### src/rtl/i2c_master_register_access_assert.svh
// assertion shorthands for the i2c register access block
// both expect clk and rst in scope
`ifndef I2C_MASTER_REGISTER_ACCESS_ASSERT_SVH
`define I2C_MASTER_REGISTER_ACCESS_ASSERT_SVH

// condition and consequence on the same edge
`define I2CMRA_ASSERT_NOW(label, ante, cons, msg) \
  label: assert property (@(posedge clk) disable iff (rst) (ante) |-> (cons)) \
    else $error(msg);

// consequence on the next edge
`define I2CMRA_ASSERT_NEXT(label, ante, cons, msg) \
  label: assert property (@(posedge clk) disable iff (rst) (ante) |=> (cons)) \
    else $error(msg);

`endif

### src/rtl/i2cmra_pkg.sv
`default_nettype none
package i2cmra_pkg;

  localparam int BUF_DEPTH_DEF = 16;
  localparam logic [7:0] GAP_RESET = 8'd4;

  // command codes carried by func
  localparam logic [1:0] FUNC_TICK  = 2'd0;
  localparam logic [1:0] FUNC_QUEUE = 2'd1;
  localparam logic [1:0] FUNC_WRITE = 2'd2;
  localparam logic [1:0] FUNC_READ  = 2'd3;

  // transaction outcome codes
  localparam logic [1:0] OUT_OK      = 2'd0;
  localparam logic [1:0] OUT_NACK    = 2'd1;
  localparam logic [1:0] OUT_BAD_LEN = 2'd2;

  typedef struct packed {
    logic [1:0] func;
    logic [7:0] device_addr;
    logic [7:0] register_addr;
    logic [4:0] byte_count;
    logic [7:0] payload_byte;
    logic       sda_sample;
  } cmd_t;

  typedef struct packed {
    logic       scl_level;
    logic       sda_drive;
    logic       sda_level;
    logic [7:0] read_byte;
    logic       read_valid;
    logic       read_last;
    logic       busy_res;
    logic       finished;
    logic [1:0] outcome;
  } res_t;

endpackage
`default_nettype wire

### src/rtl/i2cmra_payload_mem.sv
`default_nettype none
module i2cmra_payload_mem #(
  parameter int DEPTH = 16,
  parameter int AW = 4
) (
  input  wire logic          clk,
  input  wire logic          we,
  input  wire logic [AW-1:0] waddr,
  input  wire logic [7:0]    wdata,
  input  wire logic [AW-1:0] raddr,
  output logic      [7:0]    rdata
);

  logic [7:0] mem [DEPTH];

  always_ff @(posedge clk) begin
    if (we) begin
      mem[waddr] <= wdata;
    end
    rdata <= mem[raddr];
  end

endmodule
`default_nettype wire

### src/rtl/i2cmra_seq.sv
`default_nettype none
`include "i2c_master_register_access_assert.svh"
module i2cmra_seq #(
  parameter int BUF_DEPTH = i2cmra_pkg::BUF_DEPTH_DEF
) (
  input  wire logic               clk,
  input  wire logic               rst,
  input  wire logic               step,
  input  wire i2cmra_pkg::cmd_t   cmd,
  input  wire logic [7:0]         gap_ticks,
  output i2cmra_pkg::res_t        res
);
  import i2cmra_pkg::*;

  localparam int PW = (BUF_DEPTH > 1) ? $clog2(BUF_DEPTH) : 1;
  localparam int FW = $clog2(BUF_DEPTH + 1);
  localparam int CW = (FW > 5) ? FW : 5;
  localparam int SW = CW + 1;
  localparam logic [PW-1:0] PTR_LAST = PW'(BUF_DEPTH - 1);
  localparam logic [FW-1:0] FILL_FULL = FW'(BUF_DEPTH);

  typedef enum logic [4:0] {
    P_IDLE, P_START_SDA, P_START_SCL,
    P_TX_SET, P_TX_HI, P_TX_LO,
    P_ACK_REL, P_ACK_HI, P_ACK_SAMPLE, P_ACK_LEVEL, P_ACK_DRIVE, P_ACK_LO,
    P_RS_SCL, P_RS_SDA,
    P_RX_REL, P_RX_HI, P_RX_SAMPLE, P_RX_LO,
    P_RX_ACKLEVEL, P_RX_ACKDRIVE, P_RX_ACKHI, P_RX_ACKLO,
    P_GAP, P_END_SDA0, P_END_SCL, P_END_SDA1
  } phase_t;

  typedef enum logic [1:0] {
    STG_DEV, STG_REG, STG_ADDR2, STG_RX
  } stage_t;

  phase_t        phase, phase_next;
  stage_t        stage, stage_next;
  logic [3:0]    bit_count, bit_count_next;
  logic [4:0]    bytes_left, bytes_left_next;
  logic [7:0]    shifter, shifter_next;
  logic [FW-1:0] fill, fill_next;
  logic [PW-1:0] rd_ptr, rd_ptr_next;
  logic          is_read, is_read_next;
  logic [7:0]    gap_count, gap_count_next;
  logic [15:0]   saved_addr, saved_addr_next;
  logic [1:0]    pending, pending_next;
  logic          scl, scl_next;
  logic          drive, drive_next;
  logic          level, level_next;

  logic          mem_we;
  logic [7:0]    mem_rdata;
  logic          do_end_ack;
  logic          do_after;
  logic          rd_cmd;
  logic          bad_len;
  logic          fin;
  logic [1:0]    code;
  logic          rvalid;
  logic          rlast;
  logic [7:0]    rbyte;

  // payload queue; read port always follows rd_ptr so the next byte is ready
  i2cmra_payload_mem #(
    .DEPTH(BUF_DEPTH),
    .AW   (PW)
  ) u_mem (
    .clk  (clk),
    .we   (mem_we),
    .waddr(fill[PW-1:0]),
    .wdata(cmd.payload_byte),
    .raddr(rd_ptr),
    .rdata(mem_rdata)
  );

  assign rd_cmd  = (cmd.func == FUNC_READ);
  assign bad_len = rd_cmd ? (cmd.byte_count == 5'd0)
                          : (CW'(cmd.byte_count) > CW'(fill));
  assign mem_we  = step && (phase == P_IDLE) && (cmd.func == FUNC_QUEUE)
                   && (fill < FILL_FULL);

  always_comb begin
    phase_next      = phase;
    stage_next      = stage;
    bit_count_next  = bit_count;
    bytes_left_next = bytes_left;
    shifter_next    = shifter;
    fill_next       = fill;
    rd_ptr_next     = rd_ptr;
    is_read_next    = is_read;
    gap_count_next  = gap_count;
    saved_addr_next = saved_addr;
    pending_next    = pending;
    scl_next        = scl;
    drive_next      = drive;
    level_next      = level;
    do_end_ack      = 1'b0;
    do_after        = 1'b0;
    fin             = 1'b0;
    code            = OUT_OK;
    rvalid          = 1'b0;
    rlast           = 1'b0;
    rbyte           = 8'd0;

    unique case (phase)
      P_IDLE: begin
        if (cmd.func == FUNC_QUEUE) begin
          if (fill < FILL_FULL) begin
            fill_next = fill + 1'b1;
          end
        end else if (cmd.func == FUNC_WRITE || cmd.func == FUNC_READ) begin
          if (bad_len) begin
            fin  = 1'b1;
            code = OUT_BAD_LEN;
          end else begin
            is_read_next    = rd_cmd;
            bytes_left_next = cmd.byte_count;
            rd_ptr_next     = '0;
            saved_addr_next = {cmd.device_addr, cmd.register_addr};
            stage_next      = STG_DEV;
            drive_next      = 1'b1;
            level_next      = 1'b0;
            phase_next      = P_START_SCL;
          end
        end
      end
      P_START_SDA: begin
        drive_next = 1'b1;
        level_next = 1'b0;
        phase_next = P_START_SCL;
      end
      P_START_SCL: begin
        scl_next       = 1'b0;
        shifter_next   = (stage == STG_DEV) ? saved_addr[15:8]
                                            : (saved_addr[15:8] | 8'h01);
        bit_count_next = 4'd0;
        phase_next     = P_TX_SET;
      end
      P_TX_SET: begin
        drive_next = 1'b1;
        level_next = shifter[7];
        phase_next = P_TX_HI;
      end
      P_TX_HI: begin
        scl_next   = 1'b1;
        phase_next = P_TX_LO;
      end
      P_TX_LO: begin
        scl_next       = 1'b0;
        shifter_next   = {shifter[6:0], 1'b0};
        bit_count_next = bit_count + 1'b1;
        phase_next     = (bit_count_next >= 4'd8) ? P_ACK_REL : P_TX_SET;
      end
      P_ACK_REL: begin
        drive_next = 1'b0;
        phase_next = P_ACK_HI;
      end
      P_ACK_HI: begin
        scl_next   = 1'b1;
        phase_next = P_ACK_SAMPLE;
      end
      P_ACK_SAMPLE: begin
        shifter_next = {7'd0, cmd.sda_sample};
        phase_next   = P_ACK_LEVEL;
      end
      P_ACK_LEVEL: begin
        level_next = shifter[0];
        phase_next = P_ACK_DRIVE;
      end
      P_ACK_DRIVE: begin
        drive_next = 1'b1;
        phase_next = P_ACK_LO;
      end
      P_ACK_LO: begin
        scl_next   = 1'b0;
        do_end_ack = 1'b1;
      end
      P_RS_SCL: begin
        scl_next   = 1'b1;
        phase_next = P_RS_SDA;
      end
      P_RS_SDA: begin
        drive_next = 1'b1;
        level_next = 1'b1;
        stage_next = STG_ADDR2;
        phase_next = P_START_SDA;
      end
      P_RX_REL: begin
        drive_next = 1'b0;
        phase_next = P_RX_HI;
      end
      P_RX_HI: begin
        scl_next   = 1'b1;
        phase_next = P_RX_SAMPLE;
      end
      P_RX_SAMPLE: begin
        shifter_next = {shifter[6:0], cmd.sda_sample};
        phase_next   = P_RX_LO;
      end
      P_RX_LO: begin
        scl_next       = 1'b0;
        bit_count_next = bit_count + 1'b1;
        phase_next     = (bit_count_next >= 4'd8) ? P_RX_ACKLEVEL : P_RX_HI;
      end
      P_RX_ACKLEVEL: begin
        level_next = (bytes_left <= 5'd1);
        phase_next = P_RX_ACKDRIVE;
      end
      P_RX_ACKDRIVE: begin
        drive_next = 1'b1;
        phase_next = P_RX_ACKHI;
      end
      P_RX_ACKHI: begin
        scl_next   = 1'b1;
        phase_next = P_RX_ACKLO;
      end
      P_RX_ACKLO: begin
        scl_next   = 1'b0;
        rvalid     = 1'b1;
        rbyte      = shifter;
        rlast      = (bytes_left <= 5'd1);
        if (bytes_left != 5'd0) begin
          bytes_left_next = bytes_left - 1'b1;
        end
        do_end_ack = 1'b1;
      end
      P_GAP: begin
        if (gap_count != 8'd0) begin
          gap_count_next = gap_count - 1'b1;
        end
        do_after = (gap_count_next == 8'd0);
      end
      P_END_SDA0: begin
        drive_next = 1'b1;
        level_next = 1'b0;
        phase_next = P_END_SCL;
      end
      P_END_SCL: begin
        scl_next   = 1'b1;
        phase_next = P_END_SDA1;
      end
      P_END_SDA1: begin
        drive_next = 1'b1;
        level_next = 1'b1;
        fin        = 1'b1;
        code       = pending;
        if (!is_read) begin
          fill_next   = '0;
          rd_ptr_next = '0;
        end
        phase_next = P_IDLE;
      end
      default: begin
        phase_next = P_IDLE;
      end
    endcase

    // acknowledge phase done: idle gap or straight on
    if (do_end_ack) begin
      if (gap_ticks == 8'd0) begin
        do_after = 1'b1;
      end else begin
        gap_count_next = gap_ticks;
        phase_next     = P_GAP;
      end
    end

    // choose what follows a finished byte
    if (do_after) begin
      if (stage == STG_RX) begin
        if (bytes_left_next != 5'd0) begin
          stage_next     = STG_RX;
          bit_count_next = 4'd0;
          shifter_next   = 8'd0;
          phase_next     = P_RX_REL;
        end else begin
          pending_next = OUT_OK;
          phase_next   = P_END_SDA0;
        end
      end else if (shifter_next[0]) begin
        pending_next = OUT_NACK;
        phase_next   = P_END_SDA0;
      end else if (stage == STG_DEV) begin
        stage_next     = STG_REG;
        shifter_next   = saved_addr[7:0];
        bit_count_next = 4'd0;
        phase_next     = P_TX_SET;
      end else if (is_read) begin
        if (stage == STG_REG) begin
          phase_next = P_RS_SCL;
        end else begin
          stage_next     = STG_RX;
          bit_count_next = 4'd0;
          shifter_next   = 8'd0;
          phase_next     = P_RX_REL;
        end
      end else if (bytes_left_next != 5'd0) begin
        shifter_next    = mem_rdata;
        bit_count_next  = 4'd0;
        phase_next      = P_TX_SET;
        rd_ptr_next     = (rd_ptr == PTR_LAST) ? '0 : rd_ptr + 1'b1;
        bytes_left_next = bytes_left_next - 1'b1;
        stage_next      = STG_ADDR2;
      end else begin
        pending_next = OUT_OK;
        phase_next   = P_END_SCL;
      end
    end

    res.scl_level  = scl_next;
    res.sda_drive  = drive_next;
    res.sda_level  = drive_next & level_next;
    res.read_byte  = rbyte;
    res.read_valid = rvalid;
    res.read_last  = rlast;
    res.busy_res   = (phase_next != P_IDLE);
    res.finished   = fin;
    res.outcome    = code;
  end

  always_ff @(posedge clk) begin
    if (rst) begin
      phase      <= P_IDLE;
      stage      <= STG_DEV;
      bit_count  <= 4'd0;
      bytes_left <= 5'd0;
      shifter    <= 8'd0;
      fill       <= '0;
      rd_ptr     <= '0;
      is_read    <= 1'b0;
      gap_count  <= 8'd0;
      saved_addr <= 16'd0;
      pending    <= OUT_OK;
      scl        <= 1'b1;
      drive      <= 1'b1;
      level      <= 1'b1;
    end else if (step) begin
      phase      <= phase_next;
      stage      <= stage_next;
      bit_count  <= bit_count_next;
      bytes_left <= bytes_left_next;
      shifter    <= shifter_next;
      fill       <= fill_next;
      rd_ptr     <= rd_ptr_next;
      is_read    <= is_read_next;
      gap_count  <= gap_count_next;
      saved_addr <= saved_addr_next;
      pending    <= pending_next;
      scl        <= scl_next;
      drive      <= drive_next;
      level      <= level_next;
    end
  end

  // queue writes only land in a free slot
  `I2CMRA_ASSERT_NOW(a_queue_slot_free, mem_we, fill < FILL_FULL, "queue write with store full")
  // a finished write leaves the queue empty
  `I2CMRA_ASSERT_NEXT(a_write_end_empties, step && phase == P_END_SDA1 && !is_read, fill == '0 && rd_ptr == '0, "queue not emptied after write")
  // a write in flight never reads past what was queued
  `I2CMRA_ASSERT_NOW(a_write_within_fill, phase != P_IDLE && !is_read, (SW'(rd_ptr) + SW'(bytes_left)) <= SW'(fill), "write runs beyond queued bytes")

endmodule
`default_nettype wire

### src/rtl/i2c_master_register_access.sv
`default_nettype none
// i2c master for register writes and reads, one pin action per input beat.
// each beat on the slave side is one tick: it carries a command in tuser
// (tick, queue a payload byte, start a write, start a read) plus the sda
// level seen on that tick, and produces exactly one beat on the master side
// with the scl/sda pin state after the tick's action, any received byte and
// the transaction status. a write sends start, the device address byte, the
// register byte and the queued payload bytes msb first, then stop; a read
// sends the two address bytes, stop, a repeated start and the device address
// with bit 0 set, then clocks in byte_count bytes (ack on each, nack on the
// last). a slave nack ends the transfer with outcome 1; a zero read length or
// a write longer than the queue ends at once with outcome 2. commands other
// than tick are ignored while busy. rate: one beat per clock cycle in steady
// state while the result side takes beats; each tick is one step of the
// sequencer, and the payload store is read ahead of use so it never stalls.
// a registered output stage holds the result beat, so a new beat is taken
// whenever that stage is empty or being drained in the same cycle. there is
// no clearing pass after reset: the payload store is only read at entries
// filled since the last write finished. gap_ticks may only be written while
// no transaction is running.
module i2c_master_register_access #(
  parameter int BUF_DEPTH = i2cmra_pkg::BUF_DEPTH_DEF
) (
  input  wire logic        clk,
  input  wire logic        rst,
  // configuration: gap_ticks
  input  wire logic        cfg_we,
  input  wire logic [7:0]  cfg_wdata,
  // tick beats in
  input  wire logic        s_tvalid,
  output logic             s_tready,
  // device_addr[7:0], register_addr[15:8], byte_count[20:16],
  // payload_byte[28:21], sda_sample[29], zero[31:30]
  input  wire logic [31:0] s_tdata,
  // func[1:0]
  input  wire logic [1:0]  s_tuser,
  // result beats out
  output logic             m_tvalid,
  input  wire logic        m_tready,
  // scl_level[0], sda_drive[1], sda_level[2], read_byte[10:3],
  // read_valid[11], busy_res[12], finished[13], outcome[15:14]
  output logic [15:0]      m_tdata,
  // read_last
  output logic             m_tlast
);
  import i2cmra_pkg::*;

  logic [7:0] gap_ticks;
  logic       step;
  cmd_t       cmd;
  res_t       res;
  res_t       res_q;

  // gap register, to be written only while idle; the block does not enforce this
  always_ff @(posedge clk) begin
    if (rst) begin
      gap_ticks <= GAP_RESET;
    end else if (cfg_we) begin
      gap_ticks <= cfg_wdata;
    end
  end

  // output stage empty or draining this cycle: take the next tick
  assign s_tready = !m_tvalid || m_tready;
  assign step     = s_tvalid && s_tready;

  // unpack the tick beat
  always_comb begin
    cmd.func          = s_tuser;
    cmd.device_addr   = s_tdata[7:0];
    cmd.register_addr = s_tdata[15:8];
    cmd.byte_count    = s_tdata[20:16];
    cmd.payload_byte  = s_tdata[28:21];
    cmd.sda_sample    = s_tdata[29];
  end

  i2cmra_seq #(
    .BUF_DEPTH(BUF_DEPTH)
  ) u_seq (
    .clk      (clk),
    .rst      (rst),
    .step     (step),
    .cmd      (cmd),
    .gap_ticks(gap_ticks),
    .res      (res)
  );

  // result beat register
  always_ff @(posedge clk) begin
    if (rst) begin
      m_tvalid <= 1'b0;
    end else if (step) begin
      m_tvalid <= 1'b1;
    end else if (m_tready) begin
      m_tvalid <= 1'b0;
    end
  end

  always_ff @(posedge clk) begin
    if (step) begin
      res_q <= res;
    end
  end

  assign m_tdata = {res_q.outcome, res_q.finished, res_q.busy_res, res_q.read_valid,
                    res_q.read_byte, res_q.sda_level, res_q.sda_drive, res_q.scl_level};
  assign m_tlast = res_q.read_last;

endmodule
`default_nettype wire

### config.mk
export PLATFORM = sky130hd
export DESIGN_NAME = i2c_master_register_access
export DESIGN_NICKNAME = d
export VERILOG_FILES = /design/src/rtl/i2cmra_pkg.sv /design/src/rtl/i2cmra_payload_mem.sv /design/src/rtl/i2cmra_seq.sv /design/src/rtl/i2c_master_register_access.sv
export VERILOG_INCLUDE_DIRS = /design/src /design/src/rtl
export SDC_FILE = /design/constraint.sdc
export NUM_CORES = 1
export LEC_CHECK = 0
export BUFFER_PORTS_ARGS = -buffer_cell sky130_fd_sc_hd__buf_2
export CAP_MARGIN = 20
export CORE_ASPECT_RATIO = 1.75
export CORE_MARGIN = 4
export CORE_UTILIZATION = 65
export DETAILED_ROUTE_END_ITERATION = 10
export PLACE_DENSITY = 0.84
export SLEW_MARGIN = 5
export SYNTH_ARGS = -nofsm -noshare
export SYNTH_HDL_FRONTEND = slang
export SYNTH_HIERARCHICAL = 1
export SYNTH_SLANG_ARGS = --single-unit
### constraint.sdc
create_clock -name clk -period 7.95 [get_ports clk]
set_input_delay 1.1925 -clock clk [delete_from_list [all_inputs] [get_ports clk]]
set_output_delay 1.1925 -clock clk [all_outputs]
set_load 0.03 [all_outputs]
==> impl_results.rst <==
.. list-table::
   :header-rows: 1

   * - Metric
     - Value
   * - Switching power
     - 0.5851 mW
   * - I/O pin total
     - 66
   * - P per Cell Area
     - 211.6 nW/µm²
   * - Data required time at the worst endpoint
     - 8360 ps
   * - Async SR Flop Fraction
     - 0%
   * - Maximum vdd drop
     - 0.2113 mV
   * - Min Tclk post-route
     - 4622 ps
   * - Unrepaired setup endpoints after global routing
     - no
   * - Number of synthesized flops with an enable pin
     - 145
   * - Endpoints failing setup
     - 0
   * - Critical path class
     - input pin to register
   * - Maximum number of buffers from clock root to sink
     - 3
   * - Width of the die
     - 105.5 µm
   * - DRC errors left
     - 0
   * - Achievable clock frequency
     - 216.4 MHz
   * - Leakage Power
     - 4.135 nW
   * - Unique cell type count in the Yosys netlist
     - 86
   * - Outcome
     - completed
   * - Seq/Total Area, Yosys
     - 55.06%
   * - Sequential Power Share
     - 51.0%
   * - Number of violations reported at the end of detailed-routing iteration 0
     - 547
   * - Starting Density
     - 66.08%
   * - Share of the synthesized area in the top cell type
     - 40.25%
   * - Nets in the synthesized netlist
     - 986
   * - Final Hold Violating Endpoints
     - 0
   * - Area of the die
     - 18850 µm²
   * - H-tree levels
     - 1
   * - Post-cts repair resize count
     - 0
   * - Number of inserted diodes
     - 0
   * - Final slew viol count
     - 0
   * - Total number of vias
     - 7937
   * - Vias per cell
     - 6.609
   * - Share of the cycle needed by the critical path after routing
     - 58.14%
   * - Via count of the first global-routing pass
     - 7867
   * - Count of hold-fix buffers inserted at cts
     - 0
   * - Pre-Repair DR Iteration Count
     - 7
   * - Final Wtd Congestion
     - 0.9770
   * - Critical path peak fanout
     - 13
   * - Maximum number of pins on one net before global-route repair
     - 55
   * - Sw frac
     - 23.33%
   * - Netlist Area Pre-Place
     - 10820 µm²
   * - Share of total power in combinational logic
     - 8.7%
   * - Overall power of the completed layout
     - 2.508 mW
   * - Cts bufs inserted
     - 21
   * - Source-to-sink clock delay at the later pin of the worst-skew pair
     - 500 ps
   * - Cell type of the slowest stage on the worst timing path
     - o21ai_0
   * - DRT antenna net count
     - 0
   * - Number of post-CTS setup repair buffers
     - 0
   * - Final global-route overflow total
     - 0
   * - Cells along the critical path
     - buf_2 > ha_1 > a211oi_1 > o221ai_1 > a211oi_2 > o211ai_1 > inv_1 > ha_1 > inv_1 > a2111oi_4 > nand3_1 > o21ai_0 > nand2b_1 > a31oi_1
   * - Internal Pwr Total
     - 1.923 mW
   * - CP Capture Type
     - register
   * - All-Layer GR Usage
     - 28.27%
   * - First-pass GRT wire length
     - 41760 µm
   * - Num Clock Sinks
     - 225
   * - Buf+Inv Stages, Crit Path
     - 3
   * - WP data arrival
     - 5030 ps
   * - Core box area
     - 16370 µm²
   * - Kind of path behind the tightest hold check
     - register to register
   * - TritonCTS clock tree
     - yes
   * - Max capacitance violation total
     - 0
   * - Most used standard cell by instance count after synthesis
     - edfxtp_1
   * - Power share of the clock group
     - 40.3%
   * - Net total in the final layout
     - 1022
   * - Area Overhead vs Synth
     - 9.590%
   * - Number of register bits inferred by synthesis
     - 225
   * - Mapped Cells
     - 926
   * - Fraction of layout instances using a drive strength above 1
     - 16.07%
   * - Headroom to the max-slew limit
     - 32.81%
   * - Average cell area after synthesis
     - 11.68 µm²
   * - Number of antenna violations at the first check in global routing
     - 0
   * - Synth warnings
     - 6
   * - Worst-path clk slew
     - 60 ps
   * - Cell family with most CP delay
     - compound AO/OA/AOI/OAI gates
   * - Final TNS setup
     - 0 ps
   * - Aggregate routed wire length
     - 26250 µm
   * - Most common flop cell mapped by yosys
     - edfxtp_1
   * - Die H
     - 178.7 µm
   * - Top cell type by total area after synthesis
     - edfxtp_1
   * - Leading post-synthesis cells by instance count
     - edfxtp_1, nand2_1, dfxtp_1, nor2_1, a21oi_1
   * - Fillers
     - 1091
   * - Count of input and output buffers
     - 63
   * - Setup Skew
     - 13.05 ps
   * - Slowest stage delay, CP
     - 590 ps
   * - Wirelength per Cell
     - 21.86 µm
   * - Placed wire-length estimate after detailed placement
     - 17680 µm
   * - Tightest Pin Transition
     - 1004 ps
   * - Launching element type of the critical path
     - input pin
   * - Number of core rows
     - 62
   * - Largest cells by area after synthesis
     - edfxtp_1, dfxtp_1, mux4_2
   * - Root buf cell
     - clkbuf_16
-- worst paths after layout --
check	start	to	slack (ps)	cells after the start
setup / recovery	s_tdata[18]	u_seq/shifter[6]$_SDFFE_PP0P_	3330	14
hold / removal	u_seq/level$_SDFFE_PP1P_	u_seq/level$_SDFFE_PP1P_	460	2
hold reg to reg	u_seq/level$_SDFFE_PP1P_	u_seq/level$_SDFFE_PP1P_	460	2
setup reg to reg	u_seq/fill[2]$_SDFFE_PP0P_	u_seq/shifter[6]$_SDFFE_PP0P_	3550	14
-- final cells by class --
class                      instances  area (µm²)  share of cell area (%)
timing repair buffer              76       412.9                   3.483
inverter                          31       116.4                  0.9816
tap                              224       280.3                   2.364
sequential                       225        5958                   50.26
multi-input combinational        607        4385                   37.00
clock inverter                    12       117.6                  0.9922
clock buffer                      26       583.1                   4.919
-- sequential cells by signal (all words and copies together) (netlist names), 8 cells and up --
register	cells
gap_ticks	8
u_seq/u_mem/mem	128
u_seq/u_mem/rdata	8
u_seq/shifter	8
u_seq/saved_addr	16
m_tdata	16
u_seq/gap_count	8
-- metrics by stage --
step / cells / setup WS (ps) / area (µm²) / hold slack [ps] / util (%)
finish: 1201 / 3328 / 11850 / 459.8 / 72.42
global route: 1201 / 3035 / 11850 / 471.3 / 72.42
CTS: 1201 / 3400 / 11850 / 458.9 / 72.42
detailed placement: 1163 / 2965 / 11150 / 448.3 / 68.14
global placement: 1163 / 3021 / 11150 / 440.2 / 68.14
floorplan: 926 / 3486 / 10820 / 422.3 / -
-- cells by family after synthesis --
group / count (synthesis) / synth area share (%)
buffers and inverters: 94 / 4.407
flip-flops: 225 / 55.06
multiplexers: 46 / 8.467
AO/OA/AOI/OAI: 240 / 15.81
XOR/XNOR: 13 / 1.053
AND/OR/NAND/NOR: 294 / 13.60
adder cells (fa/ha/maj): 14 / 1.596
-- worst reg2reg max path, cell delays in order (launching register included) --
cell	delay (ps)
dfxtp_1	470
inv_1	120
ha_1	330
a211oi_1	290
o221ai_1	250
a211oi_2	530
o211ai_1	260
inv_1	100
ha_1	190
inv_1	80
a2111oi_4	320
nand3_1	450
o21ai_0	590
nand2b_1	120
a31oi_1	220
-- placed cells by master (no fill, tap or decap), types with 12 or more instances in the layout --
cell,instances
ha_1,13
dfxtp_1,78
nor3_1,21
and2_1,13
a31oi_1,16
inv_1,31
buf_2,63
buf_4,13
mux2i_1,12
nand2_1,100
o21ai_0,38
mux4_1,14
edfxtp_1,145
a21oi_1,47
nand3_1,15
a22oi_1,28
clkbuf_16,22
nor2_1,73
mux4_2,18
-- layer usage --
layer	vias to the layer above	track usage [%]	part of all wire [%]
met5	-	0	0
met4	0	13.72	5.2
met1	3818	30.04	33
li1	3626	-	-
met3	108	3.099	5.1
met2	385	54.87	57
-- power groups by stage --
stage          logic, mW  clock network (mW)  registers (mW)
2_1_floorplan      0.145                   0            1.31
3_3_place_gp       0.208                   0            1.30
3_5_place_dp       0.213                   0            1.31
4_1_cts            0.214                1.03            1.28
5_1_grt            0.238                1.08            1.28
6_report           0.218                1.01            1.28
Power figures use the tool's default switching activity.
